## config.mk

```make
export PLATFORM = sky130hd
export DESIGN_NAME = lir_front_flat
export DESIGN_NICKNAME = d
export VERILOG_FILES = /design/src/rtl/lir_pkg.sv /design/src/rtl/lir_req_if.sv /design/src/rtl/lir_front.sv /design/src/flat_wrapper.sv
export SDC_FILE = /design/constraint.sdc
export NUM_CORES = 1
export LEC_CHECK = 0
export ABC_AREA = 1
export BUFFER_PORTS_ARGS = -buffer_cell sky130_fd_sc_hd__buf_2
export CORE_ASPECT_RATIO = 1.75
export CORE_MARGIN = 2
export CORE_UTILIZATION = 55
export CTS_CLUSTER_SIZE = 10
export DETAILED_ROUTE_END_ITERATION = 7
export PLACE_DENSITY = 0.76
export SYNTH_ARGS = -nofsm -noshare
export SYNTH_HDL_FRONTEND = slang
export SYNTH_SLANG_ARGS = --single-unit
```

## constraint.sdc

```tcl
create_clock -name clk -period 6.25 [get_ports clk]
set_clock_uncertainty 0.15 [all_clocks]
set_input_delay 1.25 -clock clk [delete_from_list [all_inputs] [get_ports clk]]
set_output_delay 1.25 -clock clk [all_outputs]
set_load 0.02 [all_outputs]
```

## src/rtl/lir_pkg.sv

```systemverilog
`timescale 1ns / 1ps
// ----------------------------------------------------------------------------
// lir_pkg
// shared constants, codes and structs of the linear interpolation resampler
// ----------------------------------------------------------------------------
package lir_pkg;

	// field and register widths
	localparam int SAMPLE_BITS       = 24;
	localparam int RATIO_FRAC_BITS   = 16;
	localparam int RATIO_BITS        = 20;
	localparam int MAX_INPUT_SAMPLES = 1024;
	localparam int ADDR_BITS         = $clog2(MAX_INPUT_SAMPLES);
	localparam int INLEN_BITS        = 11;
	localparam int OUTLEN_BITS       = 16;
	localparam int INDEX_BITS        = 16;
	localparam int CFG_INDEX_BITS    = 2;
	localparam int CFG_DATA_BITS     = 20;

	// datapath widths
	localparam int POS_BITS  = INDEX_BITS + RATIO_BITS;
	localparam int F_BITS    = POS_BITS - RATIO_FRAC_BITS;
	localparam int T_BITS    = RATIO_FRAC_BITS;
	localparam int DIFF_BITS = SAMPLE_BITS + 1;
	localparam int PROD_BITS = DIFF_BITS + T_BITS + 1;
	localparam int ACC_BITS  = PROD_BITS + 1;
	localparam int MAG_BITS  = SAMPLE_BITS + RATIO_FRAC_BITS;
	localparam int HALF_BITS = MAG_BITS / 2;
	localparam int PP_BITS   = HALF_BITS + RATIO_BITS;
	localparam int FULL_BITS = MAG_BITS + RATIO_BITS;
	localparam int Q_BITS    = FULL_BITS - 2 * RATIO_FRAC_BITS;

	// saturation limits on the magnitude
	localparam logic [Q_BITS-1:0] LIM_POS = Q_BITS'((64'd1 << (SAMPLE_BITS - 1)) - 64'd1);
	localparam logic [Q_BITS-1:0] LIM_NEG = Q_BITS'(64'd1 << (SAMPLE_BITS - 1));

	// register reset values
	localparam logic [RATIO_BITS-1:0]  RATIO_RESET      = RATIO_BITS'(65536);
	localparam logic [INLEN_BITS-1:0]  IN_LENGTH_RESET  = INLEN_BITS'(1024);
	localparam logic [OUTLEN_BITS-1:0] OUT_LENGTH_RESET = OUTLEN_BITS'(1024);

	typedef enum logic [0:0] {
		CMD_WRITE = 1'b0,
		CMD_READ  = 1'b1
	} cmd_t;

	typedef enum logic [CFG_INDEX_BITS-1:0] {
		REG_RATIO      = 2'd0,
		REG_IN_LENGTH  = 2'd1,
		REG_OUT_LENGTH = 2'd2
	} cfg_reg_t;

	typedef struct packed {
		logic [RATIO_BITS-1:0]  ratio;
		logic [INLEN_BITS-1:0]  in_length;
		logic [OUTLEN_BITS-1:0] out_length;
	} cfg_t;

	// read item leaving the address stage
	typedef struct packed {
		logic              valid;
		logic              oor;
		logic              pe;
		logic [T_BITS-1:0] t;
	} rd_item_t;

	// per-stage control of the arithmetic pipeline
	typedef struct packed {
		logic valid;
		logic oor;
		logic pe;
	} ctl_t;

	// sample buffer access
	typedef struct packed {
		logic                   we;
		logic [ADDR_BITS-1:0]   waddr;
		logic [SAMPLE_BITS-1:0] wdata;
		logic                   re;
		logic [ADDR_BITS-1:0]   raddr0;
		logic [ADDR_BITS-1:0]   raddr1;
	} ram_req_t;

endpackage

```

## src/rtl/lir_req_if.sv

```systemverilog
`timescale 1ns / 1ps
// ----------------------------------------------------------------------------
// lir_req_if
// request channel: sample writes and output sample reads
// ----------------------------------------------------------------------------
interface lir_req_if import lir_pkg::*; ();

	logic                          valid;
	logic                          ready;
	logic                          command;
	logic [ADDR_BITS-1:0]          sample_address;
	logic signed [SAMPLE_BITS-1:0] sample_value;
	logic [INDEX_BITS-1:0]         output_index;

	modport source (
		output valid, command, sample_address, sample_value, output_index,
		input  ready
	);

	modport sink (
		input  valid, command, sample_address, sample_value, output_index,
		output ready
	);

endinterface

```

## src/rtl/lir_front.sv

```systemverilog
`timescale 1ns / 1ps
// ----------------------------------------------------------------------------
// lir_front
// request stage: position multiply, range checks and buffer addressing
// ----------------------------------------------------------------------------
module lir_front import lir_pkg::*; (
	input  logic      clk,
	input  logic      arst_n,
	lir_req_if.sink   req,
	input  cfg_t      cfg,
	input  logic      s2_ready,
	output rd_item_t  item,
	output ram_req_t  ram_req
);

	logic                   v_s1;
	logic                   cmd_s1;
	logic [ADDR_BITS-1:0]   addr_s1;
	logic [SAMPLE_BITS-1:0] value_s1;
	logic                   oor_s1;
	logic [POS_BITS-1:0]    pos_s1;

	logic                   s1_ready;
	logic [POS_BITS-1:0]    pos_next;
	logic [F_BITS-1:0]      f;
	logic [INLEN_BITS-1:0]  len_eff;
	logic                   pe;

	assign s1_ready  = !v_s1 || s2_ready;
	assign req.ready = s1_ready;
	assign pos_next  = POS_BITS'(req.output_index) * POS_BITS'(cfg.ratio);

	always_ff @(posedge clk or negedge arst_n) begin
		if (!arst_n) begin
			v_s1 <= 1'b0;
		end else if (s1_ready) begin
			v_s1 <= req.valid;
		end
	end

	always_ff @(posedge clk) begin
		if (s1_ready && req.valid) begin
			cmd_s1   <= req.command;
			addr_s1  <= req.sample_address;
			value_s1 <= req.sample_value;
			oor_s1   <= req.output_index >= cfg.out_length;
			pos_s1   <= pos_next;
		end
	end

	// integer part selects the sample pair, lengths above the buffer clamp
	assign f       = pos_s1[POS_BITS-1:RATIO_FRAC_BITS];
	assign len_eff = (cfg.in_length > INLEN_BITS'(MAX_INPUT_SAMPLES)) ?
		INLEN_BITS'(MAX_INPUT_SAMPLES) : cfg.in_length;
	assign pe      = ((F_BITS + 1)'(f) + (F_BITS + 1)'(1)) >= (F_BITS + 1)'(len_eff);

	always_comb begin
		item.valid = v_s1 && (cmd_s1 == CMD_READ);
		item.oor   = oor_s1;
		item.pe    = pe && !oor_s1;
		item.t     = pos_s1[T_BITS-1:0];

		ram_req.we     = v_s1 && (cmd_s1 == CMD_WRITE) && s2_ready;
		ram_req.waddr  = addr_s1;
		ram_req.wdata  = value_s1;
		ram_req.re     = s2_ready;
		ram_req.raddr0 = f[ADDR_BITS-1:0];
		ram_req.raddr1 = f[ADDR_BITS-1:0] + ADDR_BITS'(1);
	end

endmodule

```

## src/flat_wrapper.sv

```systemverilog
// flat-port wrapper written by rule: the top's interface ports become plain ports
module lir_front_flat import lir_pkg::*;
  (clk, arst_n, cfg, s2_ready, item, ram_req, req_valid, req_command, req_sample_address, req_sample_value, req_output_index, req_ready);
  lir_req_if req_i ();
  input  logic clk;
  input  logic arst_n;
  input  cfg_t cfg;
  input  logic s2_ready;
  output rd_item_t item;
  output ram_req_t ram_req;
  input wire logic [$bits(req_i.valid)-1:0] req_valid;
  input wire logic [$bits(req_i.command)-1:0] req_command;
  input wire logic [$bits(req_i.sample_address)-1:0] req_sample_address;
  input wire logic [$bits(req_i.sample_value)-1:0] req_sample_value;
  input wire logic [$bits(req_i.output_index)-1:0] req_output_index;
  output wire logic [$bits(req_i.ready)-1:0] req_ready;
  assign req_i.valid = req_valid;
  assign req_i.command = req_command;
  assign req_i.sample_address = req_sample_address;
  assign req_i.sample_value = req_sample_value;
  assign req_i.output_index = req_output_index;
  assign req_ready = req_i.ready;
  lir_front u_core (.clk(clk), .arst_n(arst_n), .req(req_i), .cfg(cfg), .s2_ready(s2_ready), .item(item), .ram_req(ram_req));
endmodule
```

==> out/metrics.cfg <==
[timing]
maxSlewViolCount=0
rsz0062_at_grt=yes
post-route-period-util_pct=99.0
fin_ws_ns=0.0638
slew_headroom_pct=33.3
timing.final.crit_period_ns=6.19
tightest_slew_ns=0.999
fmax_ghz=0.162
setup_viol=0
hold_viol_final=0

[synthesis]
synth-main-ff-cell=edfxtp_1
ys_async_sr_fraction_pct=1.37
syn_area_mm2=0.0148
synth-edff-count=72
yosys_warnings=0
synthCells=1840
yosys.cell_types.count=38
syn_avg_cell_area_um2=8.05
ys_ff_latch=73
syn_nets=2328
seq_area_frac_synth_pct=14.8

[drt]
drc=0
postRouteAntennaNets=0
via_count=12500
first_iter_violations=533
drt_pass1_iterations=5
routedWlPerCell_um=15.8
viasPerCell=5.14
wl_mm=38.4

[clocking]
numClockSinks=73
cts_buffers=9
cts_hold_buf=0
clk_pin_slew_ns=0.06
clkLatencyLatePin_ns=0.32
htree_levels=3
cts_root_buffer=clkbuf_16
cts_buffer_depth=2
tritoncts=yes

[cells_and_area]
utilization_pct=67.9
finalNonFillerCells=2428
drive_gt1_share_pct=24.0
fin_area_mm2=0.0181
area_growth_pct=22.0
fin_nets=2587
antennaDiodeCount=0
fillers=2163

[floorplanning]
initial_core_util_pct=55.7
core_area_mm2=0.0266
ios=178
die_y_um=221
die_w_um=128
die_area_mm2=0.0283
rows=79

[setup_path]
crit_fanout=7
path_common_cell=fa_1
required_ns=6.18
end_kind=flop
critical-path-slowest-cell=fa_1
slowest_delay_ns=0.58
rr_worst_depth=2
r2r_start=u_core.v_s1$_DFFE_PN0N_
critPathKind=primary input to flop
cp-startpoint=cfg[33]
path_cells=buf_12, buf_8, buf_6, nand2_2, inv_2, fa_1, fa_1, fa_1, fa_1, fa_1, inv_1, fa_1, inv_2, ha_4, nand2_2, o21ai_2, a21boi_2, nor2_1, nor2_1, buf_4, nand3_1, nand2_1
worstPathArrival_ns=6.11
start_kind=primary input

[placement]
placed_cells_incl_taps=2402
place_hpwl_mm=32.8
place_area_mm2=0.0171
pre_cts_slack_ns=-0.543
numPortBuffers=177
place_congestion=0.957

[global_routing]
grt_usage_pct=27.5
grt_max_degree=42
grt-ovfl-total=0
grt_first_pass_wirelength_mm=62.3
antenna_found_initial=0
first_global_vias=13500

[outcome]
status=complete, no violations

[flow_run]
cap_violations=0

[min_path]
hold_path_class=flop to flop
hold_start=u_core.v_s1$_DFFE_PN0N_
worstHoldPathCells=2

## state kept, by name, summed over array words and instances (netlist names)
signal / cells
u_core.addr_s1: 10
u_core.v_s1: 1
u_core.value_s1: 24
u_core.oor_s1: 1
u_core.pos_s1: 36
u_core.cmd_s1: 1
## final cells by class
type | instances | area, um2 | area share (%)
tap | 324 | 405 | 2.24
clock inverter | 7 | 76.3 | 0.423
timing repair buffer | 348 | 2430 | 13.5
multi-input combinational | 1168 | 10900 | 60.1
sequential | 73 | 2190 | 12.1
inverter | 499 | 1870 | 10.4
clock buffer | 9 | 225 | 1.25
## cells in the final DEF, fill, tap and decap left out, types with 4 or more instances in the layout
cell type	instances
inv_1	489
nand2_1	466
fa_1	243
buf_4	167
buf_2	149
ha_1	117
edfxtp_1	72
nor2_1	55
a21oi_1	36
nand2_2	27
nand3_1	24
ha_4	19
xor2_1	18
a21oi_2	18
nor2_2	15
buf_6	14
o21ai_0	12
nor2_4	11
xnor2_1	11
clkbuf_16	11
inv_2	10
nor3_1	10
nand4_1	10
o21ai_1	9
buf_12	8
o21ai_2	7
o21bai_1	7
fa_2	7
clkbuf_4	7
nand2_4	5
nand3_2	5
nand3b_1	5
a21o_1	4
nor3_2	4
## metal layers
layer,global-route usage (%),routed length (um),vias up
li1,-,-,5869
met1,29.2,13500,6008
met2,52.9,21100,452
met3,2.08,1570,140
met4,14.4,2220,2
met5,0,6,-
## what timing repair did
item / in CTS / in global routing
setup endpoints to repair: 10 / 23
endpoints found under the hold margin: 0 / 0
gates cloned: 0 / 2
resized for setup: 21 / 155
setup buffers: 0 / 8
pin swaps: 1 / 46
## logic make-up after synthesis
logic type	count (synthesis)	share of synthesized area, %
AOI/OAI and AO/OA	106	4.14
DFF	73	14.8
adders and majority gates	386	45.3
xor gates and xnor gates	30	1.77
and+or+nand+nor	646	18.2
buffers and inverters	599	15.9
## through the flow
stage | hold WS [ns] | TNS (ns)
6_report | 0.461 | 0
5_1_grt | 0.504 | -1.09
4_1_cts | 0.472 | -0.00542
3_5_place_dp | 0.462 | -7.30
3_3_place_gp | 0.443 | -6.19
2_1_floorplan | 0.488 | -0.0132
## cells in the mapped netlist, types with 19 or more instances
cell,count,share of area (%)
xor2_1,19,1.1
nand2_1,482,12
fa_1,250,34
ha_1,136,11
o21ai_0,26,0.88
a21oi_1,56,1.9
edfxtp_1,72,15
clkbuf_1,72,1.8
nand3_1,29,0.98
buf_4,28,1.4
nor2_1,72,1.8
inv_1,498,13
## path summary, 6_finish.rpt
path | slack, ns | to
hold / removal | 0.46 | u_core.v_s1$_DFFE_PN0N_
max in group asynchronous | 5.33 | u_core.v_s1$_DFFE_PN0N_
hold reg to reg | 0.46 | u_core.v_s1$_DFFE_PN0N_
setup reg to reg | 3.91 | u_core.pos_s1[4]$_DFFE_PP_
min in group asynchronous | 0.54 | u_core.v_s1$_DFFE_PN0N_
setup / recovery | 0.06 | u_core.pos_s1[32]$_DFFE_PP_
## worst max-delay path: cells and delay by family
family | cells | cell delay [ns]
fa+ha+maj | 7 | 3.42
simple gates | 6 | 0.47
compound gates | 2 | 0.34
buf+inv | 7 | 0.63
Power is not shown: default switching activity piles up to over one toggle a cycle in this logic, so the estimate is an artifact.
