==> config.mk <==
export PLATFORM = sky130hd
export DESIGN_NAME = lir_datapath_flat
export DESIGN_NICKNAME = d
export VERILOG_FILES = /design/src/rtl/lir_pkg.sv /design/src/rtl/lir_rsp_if.sv /design/src/rtl/lir_datapath.sv /design/src/flat_wrapper.sv
export SDC_FILE = /design/constraint.sdc
export NUM_CORES = 2
export LEC_CHECK = 0
export BUFFER_PORTS_ARGS = -buffer_cell sky130_fd_sc_hd__buf_2
export CAP_MARGIN = 20
export CORE_MARGIN = 2
export CORE_UTILIZATION = 35
export CTS_CLUSTER_DIAMETER = 40
export CTS_CLUSTER_SIZE = 28
export DETAILED_ROUTE_END_ITERATION = 6
export HOLD_SLACK_MARGIN = 0.06
export PLACE_DENSITY = 0.52
export RECOVER_POWER = 100
export SLEW_MARGIN = 20
export SYNTH_ARGS = -nofsm -noshare
export SYNTH_HDL_FRONTEND = slang
export SYNTH_SLANG_ARGS = --single-unit
==> constraint.sdc <==
create_clock -name clk -period 8.3 [get_ports clk]
set_input_delay 1.66 -clock clk [delete_from_list [all_inputs] [get_ports clk]]
set_output_delay 1.66 -clock clk [all_outputs]
set_load 0.01 [all_outputs]
==> src/rtl/lir_pkg.sv <==
`timescale 1ns / 1ps
// ----------------------------------------------------------------------------
// lir_pkg
// shared constants, codes and structs of the linear interpolation resampler
// ----------------------------------------------------------------------------
package lir_pkg;

	// field and register widths
	localparam int SAMPLE_BITS       = 24;
	localparam int RATIO_FRAC_BITS   = 16;
	localparam int RATIO_BITS        = 20;
	localparam int MAX_INPUT_SAMPLES = 1024;
	localparam int ADDR_BITS         = $clog2(MAX_INPUT_SAMPLES);
	localparam int INLEN_BITS        = 11;
	localparam int OUTLEN_BITS       = 16;
	localparam int INDEX_BITS        = 16;
	localparam int CFG_INDEX_BITS    = 2;
	localparam int CFG_DATA_BITS     = 20;

	// datapath widths
	localparam int POS_BITS  = INDEX_BITS + RATIO_BITS;
	localparam int F_BITS    = POS_BITS - RATIO_FRAC_BITS;
	localparam int T_BITS    = RATIO_FRAC_BITS;
	localparam int DIFF_BITS = SAMPLE_BITS + 1;
	localparam int PROD_BITS = DIFF_BITS + T_BITS + 1;
	localparam int ACC_BITS  = PROD_BITS + 1;
	localparam int MAG_BITS  = SAMPLE_BITS + RATIO_FRAC_BITS;
	localparam int HALF_BITS = MAG_BITS / 2;
	localparam int PP_BITS   = HALF_BITS + RATIO_BITS;
	localparam int FULL_BITS = MAG_BITS + RATIO_BITS;
	localparam int Q_BITS    = FULL_BITS - 2 * RATIO_FRAC_BITS;

	// saturation limits on the magnitude
	localparam logic [Q_BITS-1:0] LIM_POS = Q_BITS'((64'd1 << (SAMPLE_BITS - 1)) - 64'd1);
	localparam logic [Q_BITS-1:0] LIM_NEG = Q_BITS'(64'd1 << (SAMPLE_BITS - 1));

	// register reset values
	localparam logic [RATIO_BITS-1:0]  RATIO_RESET      = RATIO_BITS'(65536);
	localparam logic [INLEN_BITS-1:0]  IN_LENGTH_RESET  = INLEN_BITS'(1024);
	localparam logic [OUTLEN_BITS-1:0] OUT_LENGTH_RESET = OUTLEN_BITS'(1024);

	typedef enum logic [0:0] {
		CMD_WRITE = 1'b0,
		CMD_READ  = 1'b1
	} cmd_t;

	typedef enum logic [CFG_INDEX_BITS-1:0] {
		REG_RATIO      = 2'd0,
		REG_IN_LENGTH  = 2'd1,
		REG_OUT_LENGTH = 2'd2
	} cfg_reg_t;

	typedef struct packed {
		logic [RATIO_BITS-1:0]  ratio;
		logic [INLEN_BITS-1:0]  in_length;
		logic [OUTLEN_BITS-1:0] out_length;
	} cfg_t;

	// read item leaving the address stage
	typedef struct packed {
		logic              valid;
		logic              oor;
		logic              pe;
		logic [T_BITS-1:0] t;
	} rd_item_t;

	// per-stage control of the arithmetic pipeline
	typedef struct packed {
		logic valid;
		logic oor;
		logic pe;
	} ctl_t;

	// sample buffer access
	typedef struct packed {
		logic                   we;
		logic [ADDR_BITS-1:0]   waddr;
		logic [SAMPLE_BITS-1:0] wdata;
		logic                   re;
		logic [ADDR_BITS-1:0]   raddr0;
		logic [ADDR_BITS-1:0]   raddr1;
	} ram_req_t;

endpackage

==> src/rtl/lir_rsp_if.sv <==
`timescale 1ns / 1ps
// ----------------------------------------------------------------------------
// lir_rsp_if
// response channel: interpolated output samples with status flags
// ----------------------------------------------------------------------------
interface lir_rsp_if import lir_pkg::*; ();

	logic                          valid;
	logic                          ready;
	logic signed [SAMPLE_BITS-1:0] out_sample;
	logic                          past_input_end;
	logic                          index_out_of_range;
	logic                          saturated;

	modport source (
		output valid, out_sample, past_input_end, index_out_of_range, saturated,
		input  ready
	);

	modport sink (
		input  valid, out_sample, past_input_end, index_out_of_range, saturated,
		output ready
	);

endinterface

==> src/rtl/lir_datapath.sv <==
`timescale 1ns / 1ps
// ----------------------------------------------------------------------------
// lir_datapath
// interpolation, gain, saturation and the output register
// ----------------------------------------------------------------------------
module lir_datapath import lir_pkg::*; (
	input  logic                          clk,
	input  logic                          arst_n,
	input  rd_item_t                      item,
	output logic                          s2_ready,
	input  logic signed [SAMPLE_BITS-1:0] x0,
	input  logic signed [SAMPLE_BITS-1:0] x1,
	input  logic [RATIO_BITS-1:0]         ratio,
	lir_rsp_if.source                     rsp
);

	ctl_t ctl_s2, ctl_s3, ctl_s4, ctl_s5, ctl_s6;
	logic rdy3, rdy4, rdy5, rdy6, out_ready;

	logic [T_BITS-1:0]             t_s2, t_s3;
	logic signed [DIFF_BITS-1:0]   diff_s3;
	logic signed [SAMPLE_BITS-1:0] x0_s3, x0_s4;
	logic signed [PROD_BITS-1:0]   prod_s4;
	logic [MAG_BITS-1:0]           mag_s5;
	logic                          neg_s5, neg_s6;
	logic [PP_BITS-1:0]            plo_s6, phi_s6;

	logic                          out_v_q;
	logic [SAMPLE_BITS-1:0]        out_sample_q;
	logic                          pe_q, oor_q, sat_q;

	logic signed [DIFF_BITS-1:0]   diff;
	logic signed [PROD_BITS-1:0]   prod;
	logic signed [ACC_BITS-1:0]    acc;
	logic [ACC_BITS-1:0]           acc_abs;
	logic [FULL_BITS-1:0]          full;
	logic [Q_BITS-1:0]             q, q_lim, q_res;
	logic                          sat;

	// a stage moves when it is empty or its successor moves
	assign out_ready = !out_v_q || rsp.ready;
	assign rdy6      = !ctl_s6.valid || out_ready;
	assign rdy5      = !ctl_s5.valid || rdy6;
	assign rdy4      = !ctl_s4.valid || rdy5;
	assign rdy3      = !ctl_s3.valid || rdy4;
	assign s2_ready  = !ctl_s2.valid || rdy3;

	always_ff @(posedge clk or negedge arst_n) begin
		if (!arst_n) begin
			ctl_s2  <= '0;
			ctl_s3  <= '0;
			ctl_s4  <= '0;
			ctl_s5  <= '0;
			ctl_s6  <= '0;
			out_v_q <= 1'b0;
		end else begin
			if (s2_ready) begin
				ctl_s2 <= '{valid: item.valid, oor: item.oor, pe: item.pe};
			end
			if (rdy3) begin
				ctl_s3 <= ctl_s2;
			end
			if (rdy4) begin
				ctl_s4 <= ctl_s3;
			end
			if (rdy5) begin
				ctl_s5 <= ctl_s4;
			end
			if (rdy6) begin
				ctl_s6 <= ctl_s5;
			end
			if (out_ready) begin
				out_v_q <= ctl_s6.valid;
			end
		end
	end

	// x0*(1-t) + x1*t rewritten as x0*one + (x1-x0)*t
	assign diff = $signed({x1[SAMPLE_BITS-1], x1}) - $signed({x0[SAMPLE_BITS-1], x0});
	assign prod = diff_s3 * $signed({1'b0, t_s3});
	assign acc  = $signed({{(ACC_BITS - SAMPLE_BITS - RATIO_FRAC_BITS){x0_s4[SAMPLE_BITS-1]}},
		x0_s4, {RATIO_FRAC_BITS{1'b0}}}) + ACC_BITS'(prod_s4);
	assign acc_abs = acc[ACC_BITS-1] ? (ACC_BITS'(0) - acc) : acc;

	// gain product from two partial products, then drop the two fractions
	assign full  = (FULL_BITS'(phi_s6) << HALF_BITS) + FULL_BITS'(plo_s6);
	assign q     = full[FULL_BITS-1:2*RATIO_FRAC_BITS];
	assign sat   = neg_s6 ? (q > LIM_NEG) : (q > LIM_POS);
	assign q_lim = sat ? (neg_s6 ? LIM_NEG : LIM_POS) : q;
	assign q_res = neg_s6 ? (Q_BITS'(0) - q_lim) : q_lim;

	always_ff @(posedge clk) begin
		if (s2_ready) begin
			t_s2 <= item.t;
		end
		if (rdy3) begin
			diff_s3 <= diff;
			x0_s3   <= x0;
			t_s3    <= t_s2;
		end
		if (rdy4) begin
			prod_s4 <= prod;
			x0_s4   <= x0_s3;
		end
		if (rdy5) begin
			mag_s5 <= acc_abs[MAG_BITS-1:0];
			neg_s5 <= acc[ACC_BITS-1];
		end
		if (rdy6) begin
			plo_s6 <= PP_BITS'(mag_s5[HALF_BITS-1:0]) * PP_BITS'(ratio);
			phi_s6 <= PP_BITS'(mag_s5[MAG_BITS-1:HALF_BITS]) * PP_BITS'(ratio);
			neg_s6 <= neg_s5;
		end
		if (out_ready) begin
			// flagged reads return zero with no saturation
			if (ctl_s6.oor || ctl_s6.pe) begin
				out_sample_q <= '0;
				sat_q        <= 1'b0;
			end else begin
				out_sample_q <= q_res[SAMPLE_BITS-1:0];
				sat_q        <= sat;
			end
			pe_q  <= ctl_s6.pe;
			oor_q <= ctl_s6.oor;
		end
	end

	assign rsp.valid              = out_v_q;
	assign rsp.out_sample         = out_sample_q;
	assign rsp.past_input_end     = pe_q;
	assign rsp.index_out_of_range = oor_q;
	assign rsp.saturated          = sat_q;

endmodule

==> src/flat_wrapper.sv <==
// flat-port wrapper written by rule: the top's interface ports become plain ports
module lir_datapath_flat import lir_pkg::*;
  (clk, arst_n, item, s2_ready, x0, x1, ratio, rsp_valid, rsp_out_sample, rsp_past_input_end, rsp_index_out_of_range, rsp_saturated, rsp_ready);
  lir_rsp_if rsp_i ();
  input  logic clk;
  input  logic arst_n;
  input  rd_item_t item;
  output logic s2_ready;
  input  logic signed [SAMPLE_BITS-1:0] x0;
  input  logic signed [SAMPLE_BITS-1:0] x1;
  input  logic [RATIO_BITS-1:0] ratio;
  output wire logic [$bits(rsp_i.valid)-1:0] rsp_valid;
  output wire logic [$bits(rsp_i.out_sample)-1:0] rsp_out_sample;
  output wire logic [$bits(rsp_i.past_input_end)-1:0] rsp_past_input_end;
  output wire logic [$bits(rsp_i.index_out_of_range)-1:0] rsp_index_out_of_range;
  output wire logic [$bits(rsp_i.saturated)-1:0] rsp_saturated;
  input wire logic [$bits(rsp_i.ready)-1:0] rsp_ready;
  assign rsp_valid = rsp_i.valid;
  assign rsp_out_sample = rsp_i.out_sample;
  assign rsp_past_input_end = rsp_i.past_input_end;
  assign rsp_index_out_of_range = rsp_i.index_out_of_range;
  assign rsp_saturated = rsp_i.saturated;
  assign rsp_i.ready = rsp_ready;
  lir_datapath u_core (.clk(clk), .arst_n(arst_n), .item(item), .s2_ready(s2_ready), .x0(x0), .x1(x1), .ratio(ratio), .rsp(rsp_i));
endmodule
==> results by group <==
Outcome
  – Status: finished with violations
  – Failing checks: max-capacitance violations, max-slew violations

Logic synthesis
  – Synthesized area per cell: 9.58 µm²
  – Leading area contributor after synthesis: fa_1
  – Sequential fraction of the synthesis area: 15.9%
  – Asr flop ratio synth: 5.48%
  – Largest cells by area after synthesis: fa_1, edfxtp_1, ha_1, inv_1, and2_1
  – Synth unique cells: 89
  – Syn Std Cell Area: 54600 µm²
  – Synth Flop Type: edfxtp_1
  – EDFF count, synth: 276
  – Top-area cell type share of the netlist area: 37.8%
  – Synth Instances: 5701
  – Most frequent cell after synthesis: inv_1
  – Synthesis Warnings: 0
  – Post-synth top cells: inv_1, fa_1, nand2_1
  – Syn Nets: 7295
  – Flop and latch count out of synthesis: 292

Worst setup path
  – Slowest stage cell, crit path: fa_1
  – Critical Path End: u_core.phi_s6[39]
  – Crit path max fanout: 18
  – R2r setup slk: 0.48 ns
  – CP Class: primary input to flip-flop
  – CP peak stage delay: 0.50 ns
  – R2R depth: 24
  – Reg2reg start: u_core.t_s3[2]
  – Worst setup path start: ratio[7]
  – CP Launch Type: primary input
  – Critical Path AT: 8.39 ns
  – Crit end category: flip-flop
  – Reg2reg end: u_core.prod_s4[41]
  – CP Data Required Time: 8.68 ns
  – Most Frequent Cell on Critical Path: fa_1

Global routing
  – Total global-route track usage: 19.3%
  – Initial antenna violation count: 8
  – Grt ovf: 0
  – First-pass GRT wire length: 238000 µm
  – Vias in the first global route: 42000
  – Largest net degree at the start of global routing: 68

Die
  – Initial Util: 35.4%
  – Io pins: 119
  – Die Ht: 399 µm
  – Die area: 159000 µm²
  – Row cnt: 144
  – Total core area: 154000 µm²
  – Die W: 399 µm

Clock network
  – Cts hold-fix bufs: 0
  – Clock sinks: 292
  – TritonCTS buffer count: 56
  – Clock-pin slew on the worst setup and hold paths: 0.05 ns
  – Clk_lat worst skew: 0.64 ns
  – Clk buf depth: 3
  – H-Tree Level Count: 2
  – Root Buffer: clkbuf_16
  – CTS tree: done

STA
  – RSZ-0062 raised after global routing: no
  – Slew HR: -143%
  – Clk_skew: 0.0365 ns
  – Minimum hold slack: 0.417 ns
  – Post-Route Setup TNS: 0 ns
  – Setup violators final: 0
  – Fin crit share: 96.5%
  – Tmin final: 8.01 ns
  – Fin. Hold Viols: 0
  – F_max: 125 MHz
  – Final Max Tran Viols: 256
  – Worst slew pin tran: 3.64 ns

Drt
  – First-pass DRT Iterations: 5
  – Via count: 38500
  – Routed length per instance: 18.8 µm
  – DR iter-0 viols: 1917
  – Residual DRC count: 0
  – Drt via density: 4.83
  – DRT Wirelength: 149000 µm
  – Antenna viol nets, final: 0

Final layout
  – Non-Filler Instances: 7963
  – Area grow syn2layout: 10.9%
  – Layout Nets: 7469
  – Share of cells above drive strength 1: 7.32%

Placement
  – Number of I/O port buffers: 118
  – Dpl hpwl: 125000 µm
  – Routability cong.: 0.897
  – Cells after DPL: 7860

Flow run
  – Max-cap viol count: 5

Worst hold path
  – Hold WC Path Type: flip-flop to flip-flop
  – Hold path depth: 0
==> worst max-delay path: cells and delay by family <==
| family | cells | cell delay [ns] |
|---|---|---|
| adder cells (fa/ha/maj) | 8 | 3.36 |
| AND/OR/NAND/NOR | 3 | 0.35 |
| buffers and inverters | 8 | 0.92 |
| XOR/XNOR | 1 | 0.10 |
| AO/OA/AOI/OAI | 8 | 1.98 |
==> what timing repair did <==
item,4_1_cts,5_1_grt
setup buffers,0,1
setup endpoints to repair,0,17
resized for setup,0,19
==> sequential cells by signal (all words and copies together), names as in the netlist, 16 cells and up <==
name	count
u_core.diff_s3	25
u_core.t_s3	16
u_core.plo_s6	20
u_core.phi_s6	40
u_core.t_s2	16
u_core.x0_s4	24
u_core.x0_s3	24
u_core.mag_s5	40
u_core.prod_s4	42
u_core.rsp.out_sample	24
==> worst min-delay path by stage <==
stage	start	endpoint
global route	u_core.t_s2[12]	u_core.t_s3[12]
global placement	u_core.x0_s3[18]	u_core.x0_s4[18]
finish	u_core.x0_s3[19]	u_core.x0_s4[19]
floorplan	u_core.neg_s5	u_core.neg_s6
detailed placement	u_core.x0_s3[4]	u_core.x0_s4[4]
CTS	u_core.x0_s3[4]	u_core.x0_s4[4]
==> kinds of logic (layout without fill, tap and decap cells) <==
group	after synthesis	in the layout	share of synthesized area (%)
other cells	0	2	0
compound gates	523	523	6.38
simple gates	1697	1697	15.5
buf+inv	1476	1692	10.2
fa+ha+maj	1504	1504	48.7
flops	292	292	15.9
mux	15	15	0.298
xor+xnor	194	194	3.11
==> final cells by class <==
class	count	area (µm²)
Antenna cell	2	5.00
Clock buffer	56	1400
Clock inverter	44	515
Fill cell	15500	93900
Inverter	1232	4620
Multi-Input combinational cell	3933	40400
Sequential cell	292	8690
Tap cell	2044	2560
Timing Repair Buffer	360	2360
==> metrics by stage <==
stage                     utilization, %  area, µm²  setup slack, ns
after detailed placement            38.0      58700           -0.571
after CTS                           39.2      60600           0.0737
final                               39.2      60500            0.289
after global routing                39.2      60500           0.0136
after global placement              38.0      58700           -0.550
after floorplan                        -      54600           0.0527
==> cells in the final DEF, fill, tap and decap left out, types with 9 or more instances in the layout <==
cell / count
o211ai_1: 9
or2_2: 10
and2_1: 585
nor3_1: 37
nand3_1: 47
clkbuf_16: 56
a21oi_1: 153
o21ai_0: 90
nand2_1: 739
nand2b_1: 23
ha_1: 472
buf_4: 213
xnor2_1: 136
nor2b_1: 19
and2_0: 20
clkinv_1: 9
nor2_1: 125
o21bai_1: 17
a211oi_1: 26
o31ai_1: 14
a21boi_0: 10
inv_6: 10
nand4_1: 15
a21o_1: 75
dfrtp_1: 16
o21a_1: 24
buf_2: 66
fa_1: 1032
a31oi_1: 17
or3_1: 9
xor2_1: 58
and3_1: 26
edfxtp_1: 276
inv_1: 1229
clkbuf_1: 68
==> layer usage <==
layer,global-route usage (%),share of wire [%],wire length (µm)
met4,5.67,3.0,4460
met1,24.3,42,62400
met3,2.40,4.5,6760
met2,34.5,51,75700
met5,0,0,0
Power is left out: the tool's default activity adds up to more than one toggle a clock period on the data nets, which glitch-free logic cannot reach.
